[config.mk]
export PLATFORM = sky130hd
export DESIGN_NAME = ddhc_out_pipe
export DESIGN_NICKNAME = d
export VERILOG_FILES = /design/src/rtl/core/ddhc_pkg.sv /design/src/rtl/core/ddhc_out_pipe.sv
export SDC_FILE = /design/constraint.sdc
export NUM_CORES = 2
export LEC_CHECK = 0
export BUFFER_PORTS_ARGS = -buffer_cell sky130_fd_sc_hd__buf_2
export CORE_MARGIN = 2
export CORE_UTILIZATION = 45
export CTS_CLUSTER_SIZE = 30
export DETAILED_ROUTE_END_ITERATION = 16
export GPL_TIMING_DRIVEN = 0
export HOLD_SLACK_MARGIN = 0.08
export SLEW_MARGIN = 20
export SYNTH_ARGS = -nofsm -noshare
export SYNTH_HDL_FRONTEND = slang
export SYNTH_SLANG_ARGS = --single-unit
[constraint.sdc]
create_clock -name clk_i -period 5.65 [get_ports clk_i]
set_input_delay 0.565 -clock clk_i [delete_from_list [all_inputs] [get_ports clk_i]]
set_output_delay 0.565 -clock clk_i [all_outputs]
set_load 0.03 [all_outputs]
[src/rtl/core/ddhc_pkg.sv]
// ----------------------------------------------------------------------------
// ddhc_pkg
// Shared constants, types and the arctangent table of the heading command
// pipeline.
// ----------------------------------------------------------------------------
package ddhc_pkg;

  localparam int unsigned CORDIC_ITER_DEF = 16;
  localparam int unsigned CORDIC_ITER_MAX = 24;
  localparam int unsigned SQRT_STEPS      = 16;

  // angles are Q30 radians
  typedef logic signed [34:0] ang_t;

  localparam logic signed [35:0] PI_Q30      = 36'sd3373259426;
  localparam logic signed [35:0] TWO_PI_Q30  = 36'sd6746518852;
  localparam ang_t               PI_A        = 35'sd3373259426;
  localparam ang_t               HALF_PI_A   = 35'sd1686629713;
  localparam logic signed [32:0] INV_GAIN_Q30 = 33'sd652032874;
  localparam logic signed [16:0] TOL_Q13      = 17'sd1638;
  localparam logic signed [16:0] GAIN_03_Q16  = 17'sd19661;

  typedef enum logic {
    REG_MAX_LINEAR  = 1'b0,
    REG_MAX_ANGULAR = 1'b1
  } reg_idx_e;

  // word leaving the vectoring section
  typedef struct packed {
    logic               valid;
    logic [15:0]        speed;
    ang_t               ang;
    logic signed [15:0] heading;
  } vec_t;

  // word leaving the rotation section
  typedef struct packed {
    logic               valid;
    logic               turn;
    logic               neg;
    logic [15:0]        speed;
    logic signed [16:0] ang_cmd;
    logic signed [32:0] cos_x;
  } rot_t;

  function automatic ang_t atan_q30(input int unsigned i);
    ang_t r;
    case (i)
      0:  r = 35'sd843314857;
      1:  r = 35'sd497837829;
      2:  r = 35'sd263043837;
      3:  r = 35'sd133525159;
      4:  r = 35'sd67021687;
      5:  r = 35'sd33543516;
      6:  r = 35'sd16775851;
      7:  r = 35'sd8388437;
      8:  r = 35'sd4194283;
      9:  r = 35'sd2097149;
      10: r = 35'sd1048576;
      11: r = 35'sd524288;
      12: r = 35'sd262144;
      13: r = 35'sd131072;
      14: r = 35'sd65536;
      15: r = 35'sd32768;
      16: r = 35'sd16384;
      17: r = 35'sd8192;
      18: r = 35'sd4096;
      19: r = 35'sd2048;
      20: r = 35'sd1024;
      21: r = 35'sd512;
      22: r = 35'sd256;
      23: r = 35'sd128;
      default: r = '0;
    endcase
    return r;
  endfunction

endpackage

[src/rtl/core/ddhc_out_pipe.sv]
// ----------------------------------------------------------------------------
// ddhc_out_pipe
// Speed times cosine, turn-mode gain and symmetric clamp; the last stage is
// the output register.
// ----------------------------------------------------------------------------
module ddhc_out_pipe
  import ddhc_pkg::*;
(
  input  logic               clk_i,
  input  logic               rst_ni,
  input  logic               en_i,
  input  rot_t               in_i,
  input  logic [14:0]        max_lin_i,
  input  logic [14:0]        max_ang_i,
  output logic               valid_o,
  output logic signed [15:0] lin_o,
  output logic signed [15:0] ang_o,
  output logic               turn_o
);

  logic               v0_q, v1_q, v2_q, v3_q;
  logic               t0_q, t1_q, t2_q;
  logic signed [16:0] a0_q, a1_q, a2_q;
  logic [15:0]        s0_q;
  logic signed [32:0] c0_q;
  logic signed [17:0] l1_q, l2_q;

  always_ff @(posedge clk_i or negedge rst_ni) begin
    if (!rst_ni) begin
      v0_q <= 1'b0;
      v1_q <= 1'b0;
      v2_q <= 1'b0;
      v3_q <= 1'b0;
    end else if (en_i) begin
      v0_q <= in_i.valid;
      v1_q <= v0_q;
      v2_q <= v1_q;
      v3_q <= v2_q;
    end
  end

  logic signed [49:0] prod;
  logic signed [49:0] prod_r;
  logic signed [35:0] gprod;
  logic signed [35:0] gprod_r;
  logic signed [17:0] lin_g;
  logic signed [17:0] lim_l;
  logic signed [16:0] lim_a;
  logic signed [17:0] lin_c;
  logic signed [16:0] ang_c;

  always_comb begin
    prod    = 50'(signed'({1'b0, s0_q})) * 50'(c0_q);
    prod_r  = prod + 50'sd536870912;
    gprod   = 36'(l1_q) * 36'(GAIN_03_Q16);
    gprod_r = gprod + 36'sd32768;
    lin_g   = t1_q ? 18'(gprod_r >>> 16) : l1_q;
    lim_l   = signed'({3'b000, max_lin_i});
    lim_a   = signed'({2'b00, max_ang_i});
    if (l2_q > lim_l) begin
      lin_c = lim_l;
    end else if (l2_q < -lim_l) begin
      lin_c = -lim_l;
    end else begin
      lin_c = l2_q;
    end
    if (a2_q > lim_a) begin
      ang_c = lim_a;
    end else if (a2_q < -lim_a) begin
      ang_c = -lim_a;
    end else begin
      ang_c = a2_q;
    end
  end

  always_ff @(posedge clk_i) begin
    if (en_i) begin
      // fold sign back in before the multiply so rounding sees it
      c0_q   <= in_i.neg ? -in_i.cos_x : in_i.cos_x;
      s0_q   <= in_i.speed;
      t0_q   <= in_i.turn;
      a0_q   <= in_i.ang_cmd;
      l1_q   <= 18'(prod_r >>> 30);
      t1_q   <= t0_q;
      a1_q   <= a0_q;
      l2_q   <= lin_g;
      t2_q   <= t1_q;
      a2_q   <= a1_q;
      lin_o  <= 16'(lin_c);
      ang_o  <= 16'(ang_c);
      turn_o <= t2_q;
    end
  end

  assign valid_o = v3_q;

endmodule

==> results.md <==
* Port bufs at roughly 140
* R2R Setup Slk at -1.13 ns
* TNS Setup at -14.13 ns
* Core Area at 71240 µm²
* Final worst path period need at 6.781 ns
* Proportion of layout cells with a drive suffix above 1 at 16.88%
* Grt total ovfl at 0
* Vias per cell at 5.007
* Post-detail-place hpwl at 69250 µm
* Final Slew Violations at 0
* Max clock buf depth at 2
* DRC viols at 0
* Pre-antenna DRT Iters at 5
* Number of synthesized flops with an enable pin at around 170
* Slew at the pin with the worst max-slew slack at between 0.7 and 0.8 ns
* GRT Util Overall at between 20% and 30%
* Hold EP: a0_q[12]
* Async SR Flop Fraction at 2.273%
* CTS tree: done
* Slew headroom at 46.43%
* Synthesized flop and latch total at about 180
* Via count at roughly 23000
* Commonest register cell after synthesis: edfxtp_1
* Vias in the first global route at 23770
* Routed wire length per instance at about 20 µm
* Die Y-Extent at ~270 µm
* Startpoint types: register
* Setup ws final at -1.131 ns
* Reg2reg path depth at 23
* Starting DRC count in detailed routing at ~1200
* Net Count, Synth at between 4000 and 5000
* Syn avg cell area at roughly 9.9 µm²
* Reg2Reg Capture Point: l1_q[16]
* I/O Pins at 136
* Hold path cells at 1
* Critical R2R Launch: s0_q[5]
* Setup violations, final at 23
* Mapped cell area at around 32000 µm²
* Crit path DAT at roughly 7.1 ns
* Clock sinks at 176
* Placer Congestion at 0.9122
* Final #Nets at 4595
* Count of cell types in the netlist at 64
* Failing checks: negative setup slack
* Hold wc startpoint: in_i[45]
* Worst hold path class: input pin to register
* Initial Utilization at between 40% and 50%
* Post-Syn Instances at 3266
* RSZ-0062 raised after global routing: yes
* Pin count of the biggest net entering global routing at 94
* Post-route ant nets at 0
* Max-Cap Viols at 0
* Req. time, crit path at approximately 5.9 ns
* Clock root buffer: clkbuf_16
* Run status: finished with violations
* Final period utilization at 120.0%
* Clock transition at path regs at approximately 0.090 ns
* CP endpoint kind: register
* P&R area growth vs syn at 16.67%
* Fmax at 147.5 MHz
* Routed Wire Length at around 90000 µm
* CTS Buf Count at 17
* Initial antenna violation count at 6
* Most frequent cells in the layout: inv_1 (862), fa_1 (567), and2_1 (334), ha_1 (300), nand2_1 (221)
* Core Rows at a little under 100
* Setup slack at placement at -2.142 ns
* Most common cell after layout, fill and taps aside: inv_1
* Die width at between 200 and 300 µm
* Final Skew at about 0.018 ns
* Worst-Skew Late Latency at around 0.5 ns
* First-pass GRT wire length at between 100000 and 150000 µm
* Crit Path Class: register to register
* H-tree lvl count at 4
* Sequential share of the synthesized area at approximately 16%
* Critical Path Fanout Max at 6
* Die ar. at between 70000 and 80000 µm²
* Yosys warning count at 0
* Final hold viol count at 0
* WHS at around 0.24 ns
-- logic make-up (layout without fill, tap and decap cells) --
kind of cell,after synthesis,after routing,synth area share [%]
mux,48,48,1.565
simple gates,748,748,12.45
other cells,0,1,0
flops,176,176,16.34
xor+xnor,107,107,2.909
fa+ha+maj,928,928,49.85
compound gates,265,265,5.285
buf+inv,994,1306,11.60
-- layout make-up --
class	instances	area, µm²
multi-input combinational	2096	24290
sequential	176	5265
inverter	891	3351
timing repair buffer	280	1973
antenna	1	2.502
buffer	103	884.6
clock buffer	17	425.4
fill	6485	33650
tap	950	1189
clock inverter	15	217.7
-- worst max path at each step --
stage          startpoint       end  slack, ns  cells after the start
6_report          s0_q[5]  l1_q[16]      -1.13                     23
5_1_grt           s0_q[6]  l1_q[13]      -1.26                     23
4_1_cts           s0_q[5]  l1_q[17]      -1.13                     21
3_5_place_dp      s0_q[7]  l1_q[17]      -2.14                     21
3_3_place_gp      s0_q[7]  l1_q[17]      -2.01                     21
2_1_floorplan    c0_q[10]  l1_q[17]      -0.20                     21
-- per-layer routing --
metal | GRT usage (%) | part of all wire [%] | up-vias | wire length, µm
met4 | 10.44 | 4.9 | 6 | 4367
li1 | - | - | 10540 | -
met1 | 31.31 | 41 | 11330 | 36340
met2 | 40.96 | 48 | 618 | 42370
met3 | 4.414 | 6.0 | 182 | 5351
met5 | 0 | 0.045 | - | 40
-- metrics by stage --
stage / cell area, µm² / std cells / utilization [%]
after floorplan: 32720 / 3266 / -
after global placement: 34580 / 4351 / 48.54
after detailed placement: 34620 / 4352 / 48.60
after CTS: 36750 / 4476 / 51.59
after global routing: 37590 / 4528 / 52.77
final: 37590 / 4529 / 52.77
-- synth_stat cells, types with 11 or more instances --
library cell,n,area share (%)
ha_1,335,13
nor2_1,46,0.54
xor2_1,31,0.84
a211oi_1,13,0.30
xnor2_1,76,2.1
o21ai_0,60,0.93
nand3_1,17,0.26
nand2_1,227,2.6
clkbuf_1,99,1.2
o22ai_1,13,0.25
inv_1,890,10
nand4_1,14,0.27
and2_1,355,6.9
a21oi_1,72,1.1
mux2i_1,29,0.90
o21a_1,13,0.30
fa_1,593,37
nor3_1,19,0.30
mux2_2,19,0.66
a22oi_1,11,0.26
a21o_1,18,0.42
or3_1,19,0.37
edfxtp_1,172,16
-- state kept, by name, indices dropped and copies added, names as in the netlist --
name     cells
c0_q        33
l1_q        18
l2_q        18
a0_q        17
a1_q        17
a2_q        17
ang_o       16
lin_o       16
s0_q        16
t0_q         1
t1_q         1
t2_q         1
turn_o       1
v0_q         1
v1_q         1
v2_q         1
valid_o      1
-- critical path, cell delays in order, from the launching register on --
cell and delay, ns:
edfxtp_1 0.38, buf_4 0.19, buf_8 0.16, buf_6 0.13
and2_4 0.15, fa_1 0.53, inv_1 0.05, fa_1 0.45
fa_1 0.51, inv_1 0.05, fa_1 0.46, fa_1 0.50
inv_1 0.05, fa_1 0.51, inv_2 0.06, ha_4 0.22
a211o_4 0.35, a21oi_4 0.16, o2111a_2 0.36, o211ai_1 0.19
a31o_2 0.33, a221o_1 0.36, buf_4 0.15, xor2_2 0.27
-- timing repair --
action,in CTS,in global routing
gates resized for setup,189,142
pin swaps,85,75
hold endpoints to repair,4,0
cloned,2,0
hold buffers,1,0
setup endpoints to repair,36,33
buffers inserted,90,53
Power is left out: the tool's default activity adds up to more than one toggle a clock period on the data nets, which glitch-free logic cannot reach.
